===== src/yuyv_pkg.sv =====
// Shared types, widths and fixed-point constants for the YUYV to RGB pipeline.
// No dependencies; imported by every module of the block.
package yuyv_pkg;

   localparam int PIX_W     = 8;
   localparam int COEF_W    = 17;
   localparam int PROD_W    = 25;
   localparam int SUM_W     = 27;
   localparam int FRAC_BITS = 16;

   // Q1.16 coefficients, rounded to nearest
   localparam logic [COEF_W-1:0] COEF_R_V = 17'd89831;
   localparam logic [COEF_W-1:0] COEF_G_V = 17'd45744;
   localparam logic [COEF_W-1:0] COEF_G_U = 17'd22127;
   localparam logic [COEF_W-1:0] COEF_B_U = 17'd113538;

   localparam logic [PIX_W:0]   CHROMA_OFFSET = 9'd128;
   localparam logic [PIX_W-1:0] CLAMP_MAX     = 8'd255;
   localparam logic [PIX_W-1:0] SCALE_NUM     = 8'd220;

   typedef struct packed {
      logic valid;
      logic frame_end;
   } ctl_type;

   typedef struct packed {
      logic [PIX_W-1:0]         luma_first;
      logic [PIX_W-1:0]         luma_second;
      logic signed [PROD_W-1:0] r_v;
      logic signed [PROD_W-1:0] g_v;
      logic signed [PROD_W-1:0] g_u;
      logic signed [PROD_W-1:0] b_u;
   } prod_type;

   typedef struct packed {
      logic [PIX_W-1:0] red;
      logic [PIX_W-1:0] green;
      logic [PIX_W-1:0] blue;
   } pixel_type;

endpackage


===== src/yuyv_to_rgb_converter.sv =====
// Top level of the YUYV 4:2:2 to scaled RGB888 converter.
// Depends on yuyv_pkg, yuyv_mult, yuyv_sum_clamp and yuyv_scale.
//
//   channel   handshake                 payload
//   request   start / busy (accept on   req_luma_first, req_chroma_blue,
//             start && !busy)           req_luma_second, req_chroma_red, req_frame_end
//   response  rsp_valid, one cycle      rsp_{red,green,blue}_{first,second},
//                                       rsp_frame_end_out
//
// Four register stages: input capture, chroma products, sum and clamp, scale.
// A request accepted at an edge moves through these registers in order and shows
// on the response ports for a single cycle; one request per clock, sustained.
// busy is held low: nothing in the pipe ever waits, and the receiver cannot stall.
// Synchronous reset clears the valid bits of all stages; data registers are not reset.
module yuyv_to_rgb_converter (
   input  logic                        clock,
   input  logic                        reset,
   input  logic                        start,
   output logic                        busy,
   input  logic [yuyv_pkg::PIX_W-1:0]  req_luma_first,
   input  logic [yuyv_pkg::PIX_W-1:0]  req_chroma_blue,
   input  logic [yuyv_pkg::PIX_W-1:0]  req_luma_second,
   input  logic [yuyv_pkg::PIX_W-1:0]  req_chroma_red,
   input  logic                        req_frame_end,
   output logic                        rsp_valid,
   output logic [yuyv_pkg::PIX_W-1:0]  rsp_red_first,
   output logic [yuyv_pkg::PIX_W-1:0]  rsp_green_first,
   output logic [yuyv_pkg::PIX_W-1:0]  rsp_blue_first,
   output logic [yuyv_pkg::PIX_W-1:0]  rsp_red_second,
   output logic [yuyv_pkg::PIX_W-1:0]  rsp_green_second,
   output logic [yuyv_pkg::PIX_W-1:0]  rsp_blue_second,
   output logic                        rsp_frame_end_out
);
   import yuyv_pkg::*;

   // stage 0: capture request, remove chroma offset
   ctl_type                  ctl_s0_ff, ctl_s0_in;
   logic [PIX_W-1:0]         luma_first_ff, luma_second_ff;
   logic signed [PIX_W-1:0]  du_ff, du_in;
   logic signed [PIX_W-1:0]  dv_ff, dv_in;
   logic [PIX_W:0]           du_wide, dv_wide;

   ctl_type   ctl_s1, ctl_s2, ctl_s3;
   prod_type  prod_s1;
   pixel_type pix_first_s2, pix_second_s2;
   pixel_type pix_first_s3, pix_second_s3;

   assign busy = 1'b0;

   always_comb begin
      ctl_s0_in.valid     = start && !busy;
      ctl_s0_in.frame_end = req_frame_end;
      // chroma minus 128 always fits in eight signed bits
      du_wide = {1'b0, req_chroma_blue} - CHROMA_OFFSET;
      dv_wide = {1'b0, req_chroma_red} - CHROMA_OFFSET;
      du_in   = du_wide[PIX_W-1:0];
      dv_in   = dv_wide[PIX_W-1:0];
   end

   always_ff @(posedge clock) begin
      if (reset) begin
         ctl_s0_ff <= '0;
      end else begin
         ctl_s0_ff <= ctl_s0_in;
      end
      luma_first_ff  <= req_luma_first;
      luma_second_ff <= req_luma_second;
      du_ff          <= du_in;
      dv_ff          <= dv_in;
   end

   // stage 1: coefficient products
   yuyv_mult u_mult (
      .clock       (clock),
      .reset       (reset),
      .ctl_i       (ctl_s0_ff),
      .luma_first  (luma_first_ff),
      .luma_second (luma_second_ff),
      .du          (du_ff),
      .dv          (dv_ff),
      .ctl_o       (ctl_s1),
      .prod_o      (prod_s1)
   );

   // stage 2: Q.16 sums, truncation and clamp
   yuyv_sum_clamp u_sum (
      .clock        (clock),
      .reset        (reset),
      .ctl_i        (ctl_s1),
      .prod_i       (prod_s1),
      .ctl_o        (ctl_s2),
      .pix_first_o  (pix_first_s2),
      .pix_second_o (pix_second_s2)
   );

   // stage 3: 220/256 scaling, doubles as the output register
   yuyv_scale u_scale (
      .clock        (clock),
      .reset        (reset),
      .ctl_i        (ctl_s2),
      .pix_first_i  (pix_first_s2),
      .pix_second_i (pix_second_s2),
      .ctl_o        (ctl_s3),
      .pix_first_o  (pix_first_s3),
      .pix_second_o (pix_second_s3)
   );

   assign rsp_valid         = ctl_s3.valid;
   assign rsp_frame_end_out = ctl_s3.frame_end;
   assign rsp_red_first     = pix_first_s3.red;
   assign rsp_green_first   = pix_first_s3.green;
   assign rsp_blue_first    = pix_first_s3.blue;
   assign rsp_red_second    = pix_second_s3.red;
   assign rsp_green_second  = pix_second_s3.green;
   assign rsp_blue_second   = pix_second_s3.blue;

endmodule


===== src/yuyv_mult.sv =====
// Chroma product stage: four coefficient-by-chroma products, registered.
// Depends on yuyv_pkg.
module yuyv_mult (
   input  logic                                clock,
   input  logic                                reset,
   input  yuyv_pkg::ctl_type                   ctl_i,
   input  logic [yuyv_pkg::PIX_W-1:0]          luma_first,
   input  logic [yuyv_pkg::PIX_W-1:0]          luma_second,
   input  logic signed [yuyv_pkg::PIX_W-1:0]   du,
   input  logic signed [yuyv_pkg::PIX_W-1:0]   dv,
   output yuyv_pkg::ctl_type                   ctl_o,
   output yuyv_pkg::prod_type                  prod_o
);
   import yuyv_pkg::*;

   ctl_type  ctl_ff;
   prod_type prod_ff, prod_in;

   function automatic logic signed [PROD_W-1:0] mul(input logic [COEF_W-1:0] c,
                                                    input logic signed [PIX_W-1:0] d);
      logic signed [COEF_W+PIX_W:0] full;
      full = $signed({1'b0, c}) * d;
      return full[PROD_W-1:0];
   endfunction

   always_comb begin
      prod_in.luma_first  = luma_first;
      prod_in.luma_second = luma_second;
      prod_in.r_v         = mul(COEF_R_V, dv);
      prod_in.g_v         = mul(COEF_G_V, dv);
      prod_in.g_u         = mul(COEF_G_U, du);
      prod_in.b_u         = mul(COEF_B_U, du);
   end

   always_ff @(posedge clock) begin
      if (reset) begin
         ctl_ff <= '0;
      end else begin
         ctl_ff <= ctl_i;
      end
      prod_ff <= prod_in;
   end

   assign ctl_o  = ctl_ff;
   assign prod_o = prod_ff;

endmodule


===== src/yuyv_sum_clamp.sv =====
// Sum stage: luma plus chroma products in Q.16, truncated and clamped to 0..255.
// Depends on yuyv_pkg.
module yuyv_sum_clamp (
   input  logic                 clock,
   input  logic                 reset,
   input  yuyv_pkg::ctl_type    ctl_i,
   input  yuyv_pkg::prod_type   prod_i,
   output yuyv_pkg::ctl_type    ctl_o,
   output yuyv_pkg::pixel_type  pix_first_o,
   output yuyv_pkg::pixel_type  pix_second_o
);
   import yuyv_pkg::*;

   ctl_type   ctl_ff;
   pixel_type first_ff, first_in;
   pixel_type second_ff, second_in;

   // negative sums go to zero; positive ones truncate by dropping the fraction and saturate at 255
   function automatic logic [PIX_W-1:0] clamp(input logic signed [SUM_W-1:0] s);
      logic [SUM_W-FRAC_BITS-1:0] whole;
      whole = s[SUM_W-1:FRAC_BITS];
      if (s[SUM_W-1]) begin
         return '0;
      end else if (whole > (SUM_W-FRAC_BITS)'(CLAMP_MAX)) begin
         return CLAMP_MAX;
      end else begin
         return whole[PIX_W-1:0];
      end
   endfunction

   function automatic pixel_type convert(input logic [PIX_W-1:0] y, input prod_type p);
      logic signed [SUM_W-1:0] base;
      pixel_type px;
      base     = $signed({{(SUM_W-PIX_W-FRAC_BITS){1'b0}}, y, {FRAC_BITS{1'b0}}});
      px.red   = clamp(base + SUM_W'(p.r_v));
      px.green = clamp(base - SUM_W'(p.g_v) - SUM_W'(p.g_u));
      px.blue  = clamp(base + SUM_W'(p.b_u));
      return px;
   endfunction

   always_comb begin
      first_in  = convert(prod_i.luma_first, prod_i);
      second_in = convert(prod_i.luma_second, prod_i);
   end

   always_ff @(posedge clock) begin
      if (reset) begin
         ctl_ff <= '0;
      end else begin
         ctl_ff <= ctl_i;
      end
      first_ff  <= first_in;
      second_ff <= second_in;
   end

   assign ctl_o        = ctl_ff;
   assign pix_first_o  = first_ff;
   assign pix_second_o = second_ff;

endmodule


===== src/yuyv_scale.sv =====
// Output stage: scales each clamped channel by 220/256 with truncation.
// Depends on yuyv_pkg.
module yuyv_scale (
   input  logic                 clock,
   input  logic                 reset,
   input  yuyv_pkg::ctl_type    ctl_i,
   input  yuyv_pkg::pixel_type  pix_first_i,
   input  yuyv_pkg::pixel_type  pix_second_i,
   output yuyv_pkg::ctl_type    ctl_o,
   output yuyv_pkg::pixel_type  pix_first_o,
   output yuyv_pkg::pixel_type  pix_second_o
);
   import yuyv_pkg::*;

   ctl_type   ctl_ff;
   pixel_type first_ff, first_in;
   pixel_type second_ff, second_in;

   function automatic logic [PIX_W-1:0] scale(input logic [PIX_W-1:0] c);
      logic [2*PIX_W-1:0] p;
      p = {{PIX_W{1'b0}}, c} * {{PIX_W{1'b0}}, SCALE_NUM};
      return p[2*PIX_W-1:PIX_W];
   endfunction

   function automatic pixel_type scale_px(input pixel_type px);
      pixel_type q;
      q.red   = scale(px.red);
      q.green = scale(px.green);
      q.blue  = scale(px.blue);
      return q;
   endfunction

   always_comb begin
      first_in  = scale_px(pix_first_i);
      second_in = scale_px(pix_second_i);
   end

   always_ff @(posedge clock) begin
      if (reset) begin
         ctl_ff <= '0;
      end else begin
         ctl_ff <= ctl_i;
      end
      first_ff  <= first_in;
      second_ff <= second_in;
   end

   assign ctl_o        = ctl_ff;
   assign pix_first_o  = first_ff;
   assign pix_second_o = second_ff;

endmodule


===== config.mk =====
export PLATFORM = sky130hd
export DESIGN_NAME = yuyv_to_rgb_converter
export DESIGN_NICKNAME = d
export VERILOG_FILES = /design/src/yuyv_pkg.sv /design/src/yuyv_to_rgb_converter.sv /design/src/yuyv_mult.sv /design/src/yuyv_sum_clamp.sv /design/src/yuyv_scale.sv
export SDC_FILE = /design/constraint.sdc
export NUM_CORES = 1
export LEC_CHECK = 0
export BUFFER_PORTS_ARGS = -buffer_cell sky130_fd_sc_hd__buf_2
export CAP_MARGIN = 10
export CORE_ASPECT_RATIO = 0.9
export CORE_UTILIZATION = 55
export CTS_CLUSTER_SIZE = 14
export DETAILED_ROUTE_END_ITERATION = 16
export GPL_ROUTABILITY_DRIVEN = 0
export MAX_ROUTING_LAYER = met4
export PLACE_DENSITY_LB_ADDON = 0.08
export SYNTH_ARGS = -nofsm -noshare
export SYNTH_HDL_FRONTEND = slang
export SYNTH_SLANG_ARGS = --single-unit

===== constraint.sdc =====
create_clock -name clock -period 6.5 [get_ports clock]
set_input_delay 0.65 -clock clock [delete_from_list [all_inputs] [get_ports clock]]
set_output_delay 0.65 -clock clock [all_outputs]
set_load 0.05 [all_outputs]

### Word level (Yosys, flattened, before mapping)

Index checks and enable logic that the tools add are counted.

| storage, ports and cells | value |
|---|---|
| flip-flop bits (word level) | 246 |
| input port bits | 36 |
| output and inout bits | 51 |
| logic and storage cells | 62 |

| cells by class | value |
|---|---|
| add/sub/neg operators | 10 |
| multiply operators | 10 |
| magnitude comparators | 6 |
| mux-type cells | 6 |

Operators by type and width:

| kind | count |
|---|---|
| adder 25 x 25 -> 26 bit | 4 |
| multiplier 8 x 6 -> 14 bit, second input constant | 6 |
| greater-than comparator 11 x 8 -> 1 bit, second input constant | 6 |
| subtractor 26 x 24 -> 27 bit | 2 |
| subtractor 25 x 25 -> 26 bit | 2 |
| 2-to-1 mux 8 bit | 6 |
| multiplier 18 x 8 -> 25 bit, first input constant | 1 |
| multiplier 16 x 8 -> 24 bit, first input constant | 1 |
| multiplier 17 x 8 -> 24 bit, first input constant | 1 |
| multiplier 13 x 8 -> 21 bit, first input constant | 1 |
| subtractor 8 bit, second input constant | 2 |

### Longest topological paths before layout

Gate-level depths: netlist of run 1.

| logic depth | value |
|---|---|
| word-level depth | 4 |
| mapped depth | 20 |
| depth with buffers taken out | 20 |

### Modules after synthesis

Synthesis of run 1 repeated with hierarchy kept, for this count alone.

| unflattened totals | value |
|---|---|
| cells, all modules | 2323 |
| area total of the unflattened synthesis | 22656.7 um^2 |

Modules (own cells, without submodules):

| module | times used | cells an instance | area an instance (um^2) | seq. area each (um^2) |
|---|---|---|---|---|
| yuyv_mult | 1 | 1064 | 10432.5 | 2182.1 |
| yuyv_scale | 1 | 701 | 6840.3 | 1001.0 |
| yuyv_sum_clamp | 1 | 518 | 4672.0 | 1001.0 |
| yuyv_to_rgb_converter | 1 | 40 | 711.9 | 680.7 |

### Least setup slack after synthesis of run 1

Ideal clock, no wire load.

| path | value |
|---|---|
| path type | reg2reg |
| from | reg dv_ff[5] |
| to | reg u_mult.prod_ff, in the netlist u_mult.prod_o[98] |
| setup time | 0.072 ns |
| arrival | 4.561 ns |
| required time | 6.428 ns |
| slack | 1.867 ns |
| cell stages (with the launch flop) | 18 |
| path buffers | 0 |
| clock period less this slack | 4.633 ns |
| cell sequence | dfxtp_1 -> inv_1 -> ha_1 -> fa_1 -> fa_1 -> inv_1 -> fa_1 -> inv_1 -> ha_1 -> nor3_1 -> nand2_1 -> a31o_1 -> a31o_2 -> o41ai_4 -> o211ai_1 -> or2_1 -> a21oi_2 -> xnor2_1 |

RTL lines:

| what | line | RTL |
|---|---|---|
| start: declaration | yuyv_to_rgb_converter.sv:40 | `logic signed [PIX_W-1:0] dv_ff, dv_in;` |
| start signal: assignment | yuyv_to_rgb_converter.sv:69 | `dv_ff <= dv_in;` |
| end signal: assignment | yuyv_mult.sv:41 | `prod_ff <= prod_in;` |
| end: declaration | yuyv_mult.sv:17 | `prod_type prod_ff, prod_in;` |

==> results.md, run 1 <==
- Status: complete, no violations
- P&R area growth vs syn: 9.552%
- Max-cap violations: 0
- CP Launch Type: register
- Hold depth: 1
- Die width: 205.4 µm
- Synthesized instance count: 2,063
- Worst slew pin tran: 0.6319 ns
- Area share of and/or/nand/nor cells after synthesis: 0.06680
- Initial antenna violation count: 0
- Compound-cell area share of the yosys netlist: 0.09980
- Vias per Instance: 5.109
- DP Area: 21,480 µm²
- Vias in the first global route: 14,137
- Reg clk slew, reported paths: 0.06 ns
- R2R setup slack: 1.38 ns
- DP HPWL: 33,940 µm
- Diode count: 0
- Share of cells above drive strength 1: 0.06621
- Total routed wirelength: 39,890 µm
- Site Rows: 66
- Final Critical Period: 5.124 ns
- Crit path cell chain: inv_1, ha_1, fa_1, fa_1, inv_1, fa_1, inv_1, ha_1, nor3_1, nand2_1, a31o_1, a31o_2, o41ai_4, o211ai_1, or2_1, a21oi_2, xnor2_1
- RSZ-0062 raised after global routing: no
- Final setup fails: 0
- Largest net degree at the start of global routing: 14
- First-pass DRT Iterations: 5
- Setup slack after layout: 1.376 ns
- Most frequent cells in the layout: inv_1 (488), ha_1 (431), fa_1 (226)
- Post_cts resized: 0
- Worst r2r dst: u_mult.prod_o[98]$_DFF_P_
- Final Hold Fails: 0
- Main area contributors after synthesis: ha_1 (26%), fa_1 (22%), dfxtp_1 (21%), inv_1 (8.9%), xnor2_1 (3.3%)
- Synth Flop Type: dfxtp_1
- CTS Hold Bufs: 0
- Syn. warnings: 0
- Die height: 185.0 µm
- Number of library cell types mapped by synthesis: 64
- CTS tree: done
- Setup crit start: dv_ff[5]$_DFF_P_
- Worst-path fanout max: 10
- Initial DRC Count: 564
- Final Cell Area: 22,430 µm²
- Synth top area share: 0.2634
- Total gr overflow: 0
- IO Pins: 87
- Setup Buffers After CTS: 0
- Worst Setup EP: u_mult.prod_o[98]$_DFF_P_
- Register bit total from synthesis: 215
- Drt wl/cell: 14.96 µm
- Mapped Area: 20,470 µm²
- CTS Root Cell: clkbuf_16
- Syn avg cell area: 9.924 µm²
- Post-DRT Antenna Nets: 0
- Initial Utilization: 0.5622
- Critical R2R Launch: dv_ff[5]$_DFF_P_
- Worst min-delay path class: input port to register
- Worst R2R Path Depth: 17
- CP Data Arrival Time: 5.61 ns
- Nets: 2,866
- CP Class: register to register
- Port buffer count: 85
- Post-synthesis sequential area ratio: 0.2102
- Area of the core: 36,420 µm²
- Largest family of logic cells by synthesized area: adder cells
- Xor and xnor area share after synthesis: 0.04791
- GR Util All Layers: 0.2292
- Worst EP required: 6.99 ns
- Global-route wire length before repair: 67,870 µm
- Die area: 38,000 µm²
- Post-synth top area cell: ha_1
- Worst Setup End Kind: register
- Clk sink count: 215
- Most common cell after layout, fill and taps aside: inv_1
- Max Slew Vio Count: 0
- Setup_tns: 0 ns
- Period utilisation layout: 0.7883
- Adder-Cell Fraction of Synth Area: 0.4844
- DP Worst Slack: 1.388 ns
- FMAX: 0.1952 GHz
- Drt drc: 0
- Asr flop ratio synth: 0
- Post-synth EDFFs: 0
- Synthesized Nets: 2,756
- Number of H-tree levels: 1
- CP max stage delay: 0.63 ns
- Clk buf depth: 3
- Total CTS buffers: 26
- Multiplexer share of the synthesized area: 0.0004889
- Max_slew headroom: 0.5757
- Fin Clk Skew: 0.01774 ns
- Via Count: 13,621
- Critical path's slowest cell: dfxtp_1
- Clk Latency, worst-skew pair: 0.55 ns
==> per-layer routing <==
metal	GRT usage	vias to the layer above	share of wire
li1	-	6904	-
met2	0.3834	169	0.47
met5	-	-	0
met3	0.03220	45	0.034
met1	0.2972	6503	0.48
met4	0.04444	0	0.018
==> Yosys cell counts, drive strengths merged, types with 6 or more instances <==
cell	instances
a211oi	10
a21o	20
a21oi	89
a31oi	7
and2	6
and3	7
dfxtp	215
fa	226
ha	431
inv	488
nand2	36
nand2b	6
nand3	22
nor2	109
nor2b	22
nor3	47
o211ai	7
o21a	68
o21ai	44
o21bai	14
o31ai	8
o41a	7
or2	7
xnor2	78
xor2	34
==> worst max-delay path, delay by kind of cell (launching register included) <==
family                   cells  cell delay, ns
flip-flops                   1            0.63
AO/OA/AOI/OAI                5            1.11
XOR/XNOR                     1            0.12
adder cells (fa/ha/maj)      5            2.26
buffers and inverters        3            0.28
AND/OR/NAND/NOR              3            0.65
==> worst min-delay path by stage <==
stage,startpoint,end,slack [ns]
6_report,req_luma_first[7],luma_first_ff[7]$_DFF_P_,0.19
4_1_cts,req_luma_first[7],luma_first_ff[7]$_DFF_P_,0.16
2_1_floorplan,luma_second_ff[0]$_DFF_P_,u_mult.prod_o[100]$_DFF_P_,0.31
5_1_grt,req_luma_second[7],luma_second_ff[7]$_DFF_P_,0.17
3_3_place_gp,luma_second_ff[1]$_DFF_P_,u_mult.prod_o[101]$_DFF_P_,0.31
3_5_place_dp,luma_second_ff[1]$_DFF_P_,u_mult.prod_o[101]$_DFF_P_,0.31
==> final cells by class <==
type | count | area, µm²
Fill cell | 3099 | 13990
Sequential cell | 215 | 4304
Multi-Input combinational cell | 1357 | 14320
Tap cell | 476 | 595.6
Clock buffer | 33 | 696.9
Timing Repair Buffer | 85 | 425.4
Inverter | 488 | 1832
Clock inverter | 12 | 252.7
==> registers in the layout, summed over array words and instances (netlist names), 8 cells and up <==
signal	cells
dv_ff	8
du_ff	8
u_mult.prod_o	79
u_scale.pix_first_o	24
u_sum.pix_second_o	24
luma_first_ff	8
u_sum.pix_first_o	24
u_scale.pix_second_o	24
luma_second_ff	8
==> kinds of logic (layout without fill, tap and decap cells) <==
kind of cell | after synthesis | in the layout
AOI/OAI and AO/OA | 301 | 301
xor gates and xnor gates | 112 | 112
adders and majority gates | 657 | 657
buffers and inverters | 491 | 618
DFF | 215 | 215
muxes | 1 | 1
other | 1 | 1
and+or+nand+nor | 285 | 285
==> stage by stage <==
stage                       util  cells  hold slack, ns
after detailed placement  0.5898   2621          0.3121
final                     0.6159   2666          0.1950
after global placement    0.5898   2621          0.3121
after CTS                 0.6159   2666          0.1601
after global routing      0.6159   2666          0.1666
after floorplan                -   2063          0.3096
Power of run 1 is left out: the tool's default activity adds up to more than one toggle a clock period on the data nets, which glitch-free logic cannot reach.
==> inputs of run 2 (changes only) <==
==> constraint.sdc (replaced) <==
create_clock -name clock -period 5.25 [get_ports clock]
set_input_delay 0.525 -clock clock [delete_from_list [all_inputs] [get_ports clock]]
set_output_delay 0.525 -clock clock [all_outputs]
set_load 0.05 [all_outputs]
==> results.md, run 2 (same netlist as run 1, synthesis figures left out) <==
- First-pass DRT Iterations: 5
- Drt drc: 0
- Post_cts resized: 0
- Worst min-delay path class: input port to register
- Worst EP required: 5.74 ns
- Die height: 185.0 µm
- Initial DRC Count: 440
- P&R area growth vs syn: 9.320%
- Flip-flop count of the largest register after layout: 79
- Die width: 205.4 µm
- CP Launch Type: register
- Reg clk slew, reported paths: 0.06 ns
- Area of the core: 36,420 µm²
- DP Area: 21,530 µm²
- Most common cell after layout, fill and taps aside: inv_1
- Site Rows: 66
- Total gr overflow: 0
- Final setup fails: 0
- Period utilisation layout: 0.9282
- CP Class: register to register
- Worst-path fanout max: 6
- Post-DRT Antenna Nets: 0
- Clk Latency, worst-skew pair: 0.56 ns
- RSZ-0062 raised after global routing: no
- Port buffer count: 85
- GR Util All Layers: 0.2308
- Critical path's slowest cell: fa_1
- Status: complete, no violations
- Final Critical Period: 4.873 ns
- Fin Clk Skew: 0.01063 ns
- Max-cap violations: 0
- Worst Setup End Kind: register
- Clk sink count: 215
- Via Count: 13,595
- Most frequent cells in the layout: inv_1 (488), ha_1 (430), fa_1 (226)
- CP Data Arrival Time: 5.36 ns
- Max_slew headroom: 0.5577
- Largest net degree at the start of global routing: 14
- DP HPWL: 33,900 µm
- Crit path cell chain: inv_1, ha_2, fa_1, fa_1, inv_1, fa_1, inv_1, ha_1, nor3_1, nand2_1, a31o_1, a31o_2, o41ai_4, o211ai_1, or2_1, a21oi_2, xnor2_1
- Global-route wire length before repair: 68,070 µm
- Diode count: 0
- Total routed wirelength: 39,540 µm
- Initial Utilization: 0.5622
- Worst slew pin tran: 0.6587 ns
- IO Pins: 87
- FMAX: 0.2052 GHz
- Clk buf depth: 3
- Hold Slack: 0.06545 ns
- Vias per Instance: 5.086
- Final Cell Area: 22,380 µm²
- Initial antenna violation count: 0
- Setup_tns: 0 ns
- CTS Root Cell: clkbuf_16
- Max Slew Vio Count: 0
- Setup Buffers After CTS: 0
- Vias in the first global route: 14,393
- Final Hold Fails: 0
- CP max stage delay: 0.54 ns
- Total CTS buffers: 26
- Die area: 38,000 µm²
- Drt wl/cell: 14.79 µm
- Nets: 2,873
- CTS Hold Bufs: 0
- Share of cells above drive strength 1: 0.07146
- CTS tree: done
- Number of H-tree levels: 1
run 2: path summary, 6_finish.rpt:
check	cells after the start	slack (ns)	from	end
max	17	0.38	dv_ff[5]$_DFF_P_	u_mult.prod_o[98]$_DFF_P_
min	1	0.07	req_luma_first[5]	luma_first_ff[5]$_DFF_P_
max reg2reg	17	0.38	dv_ff[5]$_DFF_P_	u_mult.prod_o[98]$_DFF_P_
min reg2reg	0	0.32	luma_second_ff[0]$_DFF_P_	u_mult.prod_o[100]$_DFF_P_
run 2: critical path: cells and delay by family, from the launching register on:
family	cells	cell delay (ns)
AOI/OAI and AO/OA	5	1.09
xor gates and xnor gates	1	0.12
adders and majority gates	5	2.18
buffers and inverters	3	0.24
DFF	1	0.48
and+or+nand+nor	3	0.66
run 2: layout make-up:
cell class	instances	area (µm²)
fill	3146	14040
clock buffer	33	716.9
inverter	488	1832
sequential	215	4307
clock inverter	12	127.6
multi-input combinational	1357	14330
tap	476	595.6
timing repair buffer	92	478.0
run 2: through the flow:
| step | setup WS, ns | instances | util |
|---|---|---|---|
| after floorplan | 0.6171 | 2063 | - |
| after global placement | 0.4166 | 2628 | 0.5913 |
| after detailed placement | 0.2009 | 2628 | 0.5913 |
| after CTS | 0.1832 | 2673 | 0.6144 |
| after global routing | 0.06743 | 2673 | 0.6146 |
| final | 0.3769 | 2673 | 0.6146 |
run 2: per-layer routing:
metal | share of wire | up-vias | track usage
met3 | 0.040 | 74 | 0.03607
met2 | 0.45 | 208 | 0.3768
met1 | 0.48 | 6404 | 0.2976
met5 | 0 | - | -
met4 | 0.028 | 0 | 0.06370
li1 | - | 6909 | -
Power of run 2 is left out for the same reason.
